==> src/sv/keyword_substitution_cipher_top_macros.svh <==
// assertion macros for the keyword substitution cipher
`ifndef KEYWORD_SUBSTITUTION_CIPHER_TOP_MACROS_SVH
`define KEYWORD_SUBSTITUTION_CIPHER_TOP_MACROS_SVH

// same-cycle implication, checked outside reset
`define KSC_ASSERT_SAME(label, ante, cons) \
  label: assert property (@(posedge clk) disable iff (!rst_n) (ante) |-> (cons)) \
    else $error("ksc assertion failed");

// next-cycle implication, checked outside reset
`define KSC_ASSERT_NEXT(label, ante, cons) \
  label: assert property (@(posedge clk) disable iff (!rst_n) (ante) |=> (cons)) \
    else $error("ksc assertion failed");

`endif

==> src/sv/ksc_pkg.sv <==
// shared types, constants and helpers for the keyword substitution cipher
package ksc_pkg;

  localparam int NUM_LETTERS = 26;
  localparam int LETTER_W    = 5;

  localparam logic [7:0] CHAR_UPPER_A = 8'h41;
  localparam logic [7:0] CHAR_UPPER_Z = 8'h5A;
  localparam logic [7:0] CHAR_LOWER_A = 8'h61;
  localparam logic [7:0] CHAR_LOWER_Z = 8'h7A;

  // operation codes
  localparam logic [1:0] OP_KEY    = 2'd0;
  localparam logic [1:0] OP_FINISH = 2'd1;
  localparam logic [1:0] OP_TEXT   = 2'd2;

  typedef struct packed {
    logic                valid;
    logic                lower;
    logic [LETTER_W-1:0] idx;
  } letter_t;

  // commands from controller to datapath
  typedef struct packed {
    logic                key_en;
    logic                text_en;
    logic                walk_en;
    logic                walk_last;
    logic [LETTER_W-1:0] walk_idx;
  } ksc_cmd_t;

  // status from datapath to controller
  typedef struct packed {
    logic alphabet_complete;
  } ksc_stat_t;

  // classify a byte as upper/lower ascii letter and give its index
  function automatic letter_t decode_letter(input logic [7:0] c);
    letter_t l;
    l = '0;
    if (c >= CHAR_UPPER_A && c <= CHAR_UPPER_Z) begin
      l.valid = 1'b1;
      l.idx   = LETTER_W'(c - CHAR_UPPER_A);
    end else if (c >= CHAR_LOWER_A && c <= CHAR_LOWER_Z) begin
      l.valid = 1'b1;
      l.lower = 1'b1;
      l.idx   = LETTER_W'(c - CHAR_LOWER_A);
    end
    return l;
  endfunction

endpackage

==> src/sv/ksc_ctrl.sv <==
// controller: handshakes, finish walk sequencer and output valid
module ksc_ctrl
  import ksc_pkg::*;
(
  input  logic       clk,
  input  logic       rst_n,
  input  logic       in_valid,
  input  logic [1:0] in_operation,
  output logic       in_ready,
  output logic       out_valid,
  input  logic       out_ready,
  input  ksc_stat_t  stat,
  output ksc_cmd_t   cmd
);

  localparam logic ST_IDLE = 1'b0;
  localparam logic ST_WALK = 1'b1;

  logic                state_r, state_nxt;
  logic [LETTER_W-1:0] walk_r, walk_nxt;
  logic                out_valid_r, out_valid_nxt;
  logic                in_fire;

  // take a new word when idle and the output slot is free or draining
  assign in_ready  = (state_r == ST_IDLE) && (!out_valid_r || out_ready);
  assign in_fire   = in_valid && in_ready;
  assign out_valid = out_valid_r;

  // commands to the datapath
  always_comb begin
    cmd           = '0;
    cmd.key_en    = in_fire && (in_operation == OP_KEY);
    cmd.text_en   = in_fire && (in_operation == OP_TEXT);
    cmd.walk_en   = (state_r == ST_WALK);
    cmd.walk_last = (state_r == ST_WALK) && (walk_r == '0);
    cmd.walk_idx  = walk_r;
  end

  // state sequencing
  always_comb begin
    state_nxt = state_r;
    walk_nxt  = walk_r;
    unique case (state_r)
      ST_IDLE: begin
        if (in_fire && (in_operation == OP_FINISH) && !stat.alphabet_complete) begin
          state_nxt = ST_WALK;
          walk_nxt  = LETTER_W'(NUM_LETTERS - 1);
        end
      end
      ST_WALK: begin
        if (walk_r == '0) begin
          state_nxt = ST_IDLE;
        end else begin
          walk_nxt = walk_r - 1'b1;
        end
      end
      default: state_nxt = ST_IDLE;
    endcase
  end

  // output valid flag
  always_comb begin
    out_valid_nxt = out_valid_r;
    if (cmd.text_en) begin
      out_valid_nxt = 1'b1;
    end else if (out_ready) begin
      out_valid_nxt = 1'b0;
    end
  end

  always_ff @(posedge clk) begin
    if (!rst_n) begin
      state_r     <= ST_IDLE;
      walk_r      <= '0;
      out_valid_r <= 1'b0;
    end else begin
      state_r     <= state_nxt;
      walk_r      <= walk_nxt;
      out_valid_r <= out_valid_nxt;
    end
  end

endmodule

==> src/sv/ksc_datapath.sv <==
// datapath: alphabet tables, letter bookkeeping, mode register and result byte
module ksc_datapath
  import ksc_pkg::*;
(
  input  logic       clk,
  input  logic       rst_n,
  input  ksc_cmd_t   cmd,
  input  logic [7:0] in_char_in,
  input  logic       mode_wr,
  input  logic       mode_din,
  output ksc_stat_t  stat,
  output logic [7:0] out_char_out
);

  logic [LETTER_W-1:0]    fwd_r [NUM_LETTERS];
  logic [LETTER_W-1:0]    inv_r [NUM_LETTERS];
  logic [NUM_LETTERS-1:0] used_r, used_nxt, base_used;
  logic [LETTER_W-1:0]    fill_r, fill_nxt, base_fill;
  logic                   complete_r, complete_nxt;
  logic                   mode_r;
  logic [7:0]             char_r, char_nxt;

  letter_t             dec;
  logic [LETTER_W-1:0] cand_k;
  logic                cand_ok;
  logic                place;
  logic [LETTER_W-1:0] map_raw, map_idx;

  assign dec = decode_letter(in_char_in);

  // a keyword word after a finished alphabet starts from empty
  always_comb begin
    base_used = used_r;
    base_fill = fill_r;
    if (cmd.key_en && complete_r) begin
      base_used = '0;
      base_fill = '0;
    end
  end

  // pick the letter to append: keyword letter or walk index
  assign cand_k  = cmd.walk_en ? cmd.walk_idx : dec.idx;
  assign cand_ok = cmd.walk_en || (cmd.key_en && dec.valid);
  assign place   = cand_ok && !base_used[cand_k] &&
                   (base_fill < LETTER_W'(NUM_LETTERS));

  always_comb begin
    used_nxt = base_used;
    fill_nxt = base_fill;
    if (place) begin
      used_nxt = base_used | (NUM_LETTERS'(1) << cand_k);
      fill_nxt = base_fill + 1'b1;
    end
  end

  // completion flag
  always_comb begin
    complete_nxt = complete_r;
    if (cmd.key_en) begin
      complete_nxt = 1'b0;
    end else if (cmd.walk_last) begin
      complete_nxt = 1'b1;
    end
  end

  // text lookup, clamped to the last letter
  assign map_raw = mode_r ? inv_r[dec.idx] : fwd_r[dec.idx];
  assign map_idx = (map_raw >= LETTER_W'(NUM_LETTERS)) ? LETTER_W'(NUM_LETTERS - 1)
                                                      : map_raw;

  always_comb begin
    char_nxt = in_char_in;
    if (complete_r && dec.valid) begin
      char_nxt = (dec.lower ? CHAR_LOWER_A : CHAR_UPPER_A) + {3'b000, map_idx};
    end
  end

  // tables reset to the empty-keyword alphabet
  always_ff @(posedge clk) begin
    if (!rst_n) begin
      for (int i = 0; i < NUM_LETTERS; i++) begin
        fwd_r[i] <= LETTER_W'(NUM_LETTERS - 1 - i);
        inv_r[i] <= LETTER_W'(NUM_LETTERS - 1 - i);
      end
    end else if (place) begin
      fwd_r[base_fill] <= cand_k;
      inv_r[cand_k]    <= base_fill;
    end
  end

  // bookkeeping and mode
  always_ff @(posedge clk) begin
    if (!rst_n) begin
      used_r     <= '1;
      fill_r     <= LETTER_W'(NUM_LETTERS);
      complete_r <= 1'b1;
      mode_r     <= 1'b0;
    end else begin
      used_r     <= used_nxt;
      fill_r     <= fill_nxt;
      complete_r <= complete_nxt;
      if (mode_wr) begin
        mode_r <= mode_din;
      end
    end
  end

  // result byte register
  always_ff @(posedge clk) begin
    if (cmd.text_en) begin
      char_r <= char_nxt;
    end
  end

  assign stat.alphabet_complete = complete_r;
  assign out_char_out           = char_r;

endmodule

==> src/sv/keyword_substitution_cipher_top.sv <==
// top level of the keyword substitution cipher
//
// Input channel (in_valid/in_ready) carries one word: in_operation and in_char_in.
//   keyword byte: letters are uppercased and appended unless already used;
//     the first keyword byte after a finished alphabet starts a new keyword.
//   finish: the unused letters are appended Z down to A by the walk sequencer.
//   text byte: mapped by the alphabet, case kept; non-letters pass through,
//     and so does all text while a keyword is still being built.
// Result channel (out_valid/out_ready) carries out_char_out, one word per text byte.
// Config channel (cfg_valid/cfg_ready) writes decrypt_mode; write only while idle.
// A text result is registered and shows in the cycle after acceptance.
// Throughput: one word per cycle for keyword and text bytes while the output
//   is not stalled; a finish that builds the alphabet holds in_ready low while the
//   sequencer walks the letters one per cycle.
// Stall: the output register holds one result; when the receiver stalls,
//   in_ready drops until that result is taken.
// Reset: the alphabet is that of an empty keyword (Z down to A), encrypt mode.
`include "keyword_substitution_cipher_top_macros.svh"

module keyword_substitution_cipher_top
  import ksc_pkg::*;
(
  input  logic       clk,
  input  logic       rst_n,
  input  logic       in_valid,
  output logic       in_ready,
  input  logic [1:0] in_operation,
  input  logic [7:0] in_char_in,
  output logic       out_valid,
  input  logic       out_ready,
  output logic [7:0] out_char_out,
  input  logic       cfg_valid,
  output logic       cfg_ready,
  input  logic       cfg_decrypt_mode
);

  ksc_cmd_t  cmd;
  ksc_stat_t stat;

  assign cfg_ready = 1'b1;

  // controller
  ksc_ctrl u_ctrl (
    .clk          (clk),
    .rst_n        (rst_n),
    .in_valid     (in_valid),
    .in_operation (in_operation),
    .in_ready     (in_ready),
    .out_valid    (out_valid),
    .out_ready    (out_ready),
    .stat         (stat),
    .cmd          (cmd)
  );

  // datapath
  ksc_datapath u_datapath (
    .clk          (clk),
    .rst_n        (rst_n),
    .cmd          (cmd),
    .in_char_in   (in_char_in),
    .mode_wr      (cfg_valid && cfg_ready),
    .mode_din     (cfg_decrypt_mode),
    .stat         (stat),
    .out_char_out (out_char_out)
  );

  // checks
  `KSC_ASSERT_SAME(a_walk_blocks_input, cmd.walk_en, !in_ready)
  `KSC_ASSERT_NEXT(a_text_gives_result, cmd.text_en, out_valid)
  `KSC_ASSERT_NEXT(a_walk_end_completes, cmd.walk_last, stat.alphabet_complete)

endmodule

==> config.mk <==
export PLATFORM = sky130hd
export DESIGN_NAME = keyword_substitution_cipher_top
export DESIGN_NICKNAME = d
export VERILOG_FILES = /design/src/sv/ksc_pkg.sv /design/src/sv/ksc_ctrl.sv /design/src/sv/ksc_datapath.sv /design/src/sv/keyword_substitution_cipher_top.sv
export VERILOG_INCLUDE_DIRS = /design/src /design/src/sv
export SDC_FILE = /design/constraint.sdc
export NUM_CORES = 1
export LEC_CHECK = 0
export ABC_AREA = 1
export BUFFER_PORTS_ARGS = -buffer_cell sky130_fd_sc_hd__buf_2
export CAP_MARGIN = 10
export CORE_ASPECT_RATIO = 0.9
export CORE_MARGIN = 1
export CORE_UTILIZATION = 53
export CTS_CLUSTER_SIZE = 40
export DETAILED_ROUTE_END_ITERATION = 7
export PLACE_DENSITY = 0.69
export SYNTH_ARGS = -nofsm -noshare
export SYNTH_HDL_FRONTEND = slang
export SYNTH_SLANG_ARGS = --single-unit
==> constraint.sdc <==
create_clock -name clk -period 12.7 [get_ports clk]
set_input_delay 1.27 -clock clk [delete_from_list [all_inputs] [get_ports clk]]
set_output_delay 1.27 -clock clk [all_outputs]
set_load 0.005 [all_outputs]
Word level (Yosys, flattened, before mapping)
Memories as Yosys holds them, arrays and structs flattened.
Cells that the tools add are included.
Widths: inputs -> output; s select.
{"block": "word_totals", "regBits": 48, "latch_bits": 0, "ramBits": 260, "romBits": 0, "in_bits": 16, "memories": 2}
{"name": "u_datapath.fwd_r", "depth": 26, "word_bits": 5, "read_ports": 1, "rd_ports_with_merged_regs": 0, "wr": 26, "line": "ksc_datapath.sv:15", "source": "logic [LETTER_W-1:0] fwd_r [NUM_LETTERS];"}
{"name": "u_datapath.inv_r", "depth": 26, "word_bits": 5, "read_ports": 1, "rd_ports_with_merged_regs": 0, "wr": 26, "line": "ksc_datapath.sv:16", "source": "logic [LETTER_W-1:0] inv_r [NUM_LETTERS];"}
{"block": "op_classes", "add_sub_neg": 5, "multipliers": 0, "div_mod_pow": 0, "order_cmp": 7, "n_eq_ne": 4, "shifts": 1, "n_mux": 35, "bitwise_logic": 2, "reduce_logical": 26}
{"op": "$mux 5", "count": 12}
{"op": "$mux 26", "count": 2}
{"op": "$or 26x26->26", "count": 1}
{"op": "$shl 1x5->26 const A", "count": 1}
{"op": "$ge 8x7->1 const B", "count": 2}
{"op": "$le 8x7->1 const B", "count": 2}
{"op": "$mux 1", "count": 15}
{"op": "$sub 5x1->5 const B", "count": 3}
{"op": "$logic_and 1x1->1", "count": 14}
{"op": "$pmux 5 s2", "count": 1}
{"op": "$reduce_or 5->1", "count": 2}
{"op": "$add 8x5->8", "count": 1}
{"op": "$mux 8", "count": 1}
{"op": "$mux 7", "count": 1}
{"op": "$lt 5x6->1 const B", "count": 1}
{"op": "$mux 6", "count": 1}
{"op": "$add 5x1->5 const B", "count": 1}
{"op": "$bmux 1 s5", "count": 1}
{"op": "$ge 5x5->1 const B", "count": 1}
{"op": "$logic_not 5->1", "count": 1}
{"op": "$lt 5x5->1 const B", "count": 1}
{"op": "$ne 2x2->1 const B", "count": 2}
{"op": "$reduce_bool 2->1", "count": 2}
{"op": "$logic_not 1->1", "count": 3}
{"op": "7 further kinds", "count": 8}

Depth between registers and ports, before layout
{"block": "depth", "word_depth": 17, "depth_mapped": 29, "mapped_depth_nobuf": 25}

Hierarchy
A second synthesis with hierarchy kept.
{"block": "hier_totals", "cells_unflattened": 1983, "hier_area_um2": 17997.3}
{"module": "ksc_datapath", "n_inst": 1, "cells_each": 1922, "area_per_inst_um2": 17575.6, "seq_area_each_um2": 10510.1}
{"module": "ksc_ctrl", "n_inst": 1, "cells_each": 59, "area_per_inst_um2": 410.4, "seq_area_each_um2": 140.1}
{"module": "keyword_substitution_cipher_top", "n_inst": 1, "cells_each": 2, "area_per_inst_um2": 11.3, "seq_area_each_um2": 0.0}

Worst setup path before layout
No wires, ideal clock.
{"block": "synth_path", "kind": "input-to-reg", "start": "input port in_char_in[0]", "end": "memory u_datapath.inv_r[28][0] (enable)", "arrival_ps": 4511, "required_ps": 12326, "path_slack_ps": 7816, "cell_stages": 24, "cell_sequence": "inv_2 -> clkbuf_1 -> clkbuf_1 -> ha_1 -> inv_1 -> nor2_1 -> nand3_1 -> nand2_1 -> inv_2 -> nand2_1 -> nand2_2 -> nand2_2 -> o21ai_2 -> nand2_1 -> buf_2 -> o22ai_1 -> inv_2 -> nand4_1 -> nand3_1 -> nand2_1 -> nor2_4 -> nand2_4 -> buf_2 -> nor3_1"}
{"item": "from (decl)", "line": "keyword_substitution_cipher_top.sv:28", "source": "input logic [7:0] in_char_in,"}
{"item": "to (decl)", "line": "ksc_datapath.sv:16"}

==> reports/summary.txt <==
ANT nets after route: 0
Max-cap violations: 0
Via density: 6.144
clock root cell: clkbuf_16
Hold WC Path Type: register to register
GRT Overall Usage: 0.2911
Rel. slew slack: 0.1946
Final Wtd Congestion: 0.9284
Crit Path Class: input port to register
Syn Std Cell Area: 17740 um^2
fill cell total of the finished layout: 2826
RSZ-0062 raised after global routing: false
worst-skew pair later-pin latency: 0.53 ns
Worst Setup End Kind: register
H-tree levels: 2
Initial Utilization: 0.5385
routed length per instance: 21.34 um
Final Hold Fails: 0
die height: 175.6 um
Hold Buf Count CTS: 0
Final Setup Violations: 0
Die X-Extent: 194.9 um
Num CTS Buffers: 39
Std-Cell Rows: 63
Final Max Slew Viols: 0
Synth Instances: 1906
final worst setup slack: 5.847 ns
Synth top area share: 0.5551
diode count: 0
Post-synth EDFFs: 328
P_leak: 7.377 nW
CP Launch Type: input port
initial antenna violation count: 2
DR DRC count: 0
number of synthesized register bits: 368
Synth Warn #: 0
maximum vdd drop: 0.0001068 V
CTS Buffer Depth: 3
CTS sink count: 368
CTS tree: built
post-synthesis sequential area ratio: 0.6002
area growth from synthesis to layout: 8.772%
DRT Wirelength: 49390 um
CP Max Fanout: 108
Synth cell types: 36
non-filler cells, final: 2314
DRT iter0 DRCs: 1932
vias in the first global route: 13380
# port buffers: 25
mean post-synth cell area: 9.310 um^2
fraction of layout cells with a size suffix above 1: 0.07294
Primary FF master, synth: edfxtp_1
final total power: 2.689 mW
Final nets: 1890
fmax: 0.1459 GHz
Synth area leaders: edfxtp_1, nand3_1, nand2_1
Tmin final: 6.853 ns
via count: 14220
Req. time, crit path: 12.93 ns
Worst Clk Skew: 0.01436 ns
Core Util, Final: 0.5858
IO Pins: 27
WP data arrival: 7.08 ns
clk slew on worst S/H paths: 0.06 ns
die area: 34220 um^2
CORE AREA: 32950 um^2
power density cells: 139.3 nW/um^2
final worst-path cycle share: 0.5396
worst slack, placed: 5.438 ns
total global routing overflow: 0
Synth area leader: edfxtp_1
CTS resizes: 0
first-pass detailed-route iteration total: 7
status: completed
HPWL Detailed: 30480 um
post-CTS setup buffer count: 0
pin count of the biggest net entering global routing: 109
worst slew pin tran: 1.201 ns
Setup TNS: 0 ns
Cells after DPL: 2245
first-pass GRT wire length: 76470 um
Async S/R FF share, synth: 0
-- layout make-up --
cell class	instances	area (um^2)	area share
well taps	422	528.0	0.02736
clock inverters	17	151.4	0.007844
flip-flops and latches	368	10650	0.5518
multi-input cells	1270	6078	0.3149
clock buffers	52	1077	0.05581
inverters	137	515.5	0.02671
repair buffers	48	300.3	0.01556
-- Yosys cell counts (all sizes together) (10+ instances only) --
library cell and instances:
a21oi 15, buf 45, clkbuf 105, dfxtp 40, edfxtp 328, ha 10, inv 133, nand2 368
nand3 472, nand3b 21, nand4 59, nor2 207, nor3 21, o211ai 34, o21ai 17
-- flip-flops by register name, summed over array words and instances (netlist names) --
signal and cells:
u_ctrl.out_valid 1, u_ctrl.state_r 1, u_ctrl.walk_r 5, u_datapath.fill_r 5
u_datapath.fwd_r 160, u_datapath.inv_r 160, u_datapath.mode_r 1, u_datapath.out_char_out 8
u_datapath.stat 1, u_datapath.used_r 26
-- where the power goes --
| part | switching (mW) | internal [mW] | leakage [nW] | total (mW) |
|---|---|---|---|---|
| clock | 0.460 | 0.655 | 0.605 | 1.12 |
| combinational | 0.171 | 0.0514 | 3.51 | 0.223 |
| sequential | 0.00919 | 1.34 | 3.27 | 1.35 |
| total | 0.641 | 2.05 | 7.38 | 2.69 |
-- cells by family after synthesis --
group | after synthesis | synth area share
simple gates | 1155 | 0.2963
xor+xnor | 5 | 0.002468
compound gates | 79 | 0.03004
flops | 368 | 0.6002
other cells | 2 | 0.0004232
fa+ha+maj | 10 | 0.007051
buf+inv | 287 | 0.06353
-- routing by layer --
layer	track usage	wire length [um]
met1	0.4127	20270
met2	0.4383	21830
met3	0.08218	6194
met4	0.08235	1062
met5	0	27
-- worst paths after layout --
path / from / endpoint / slack, ns / cells after the start
max: in_char_in[0] / u_datapath.inv_r[10][3] / 5.85 / 22
min: u_datapath.used_r[25] / u_datapath.used_r[25] / 0.48 / 2
max reg2reg: u_ctrl.state_r / u_datapath.inv_r[10][3] / 7.90 / 12
min reg2reg: u_datapath.used_r[25] / u_datapath.used_r[25] / 0.48 / 2
-- worst max-delay path: stages --
cell      delay [ns]
buf_2           0.14
clkinv_2        0.50
ha_1            0.47
inv_1           0.06
nor2_1          0.06
nand3_1         0.09
nand2_1         0.07
inv_2           0.04
nand2_1         0.07
nand2_4         0.25
nand2_8         0.45
o21ai_4         0.54
inv_2           0.38
nand2_2         0.35
o22ai_1         0.10
nand3b_1        0.16
nand3_1         0.10
nand2_1         0.13
nor2_4          0.63
nand2_4         0.33
nor2_1          0.65
nand3_1         0.18
-- cell usage in the layout (no fill, tap or decap), types with 24 or more instances in the layout --
master,netlist,final
dfxtp_1,40,40
buf_4,5,24
clkbuf_16,0,41
edfxtp_1,328,328
nor2_1,200,200
o211ai_1,34,34
inv_1,120,120
nand2_1,363,362
nand4_1,59,59
buf_2,24,24
nand3_1,472,472
-- stage by stage --
stage / hold WS [ns] / cell area [um^2]
6_report: 0.4759 / 19300
5_1_grt: 0.4977 / 19300
4_1_cts: 0.4719 / 19300
3_5_place_dp: 0.4588 / 18070
3_3_place_gp: 0.4596 / 18070
2_1_floorplan: 0.4395 / 17820
Power figures use the tool's default switching activity.
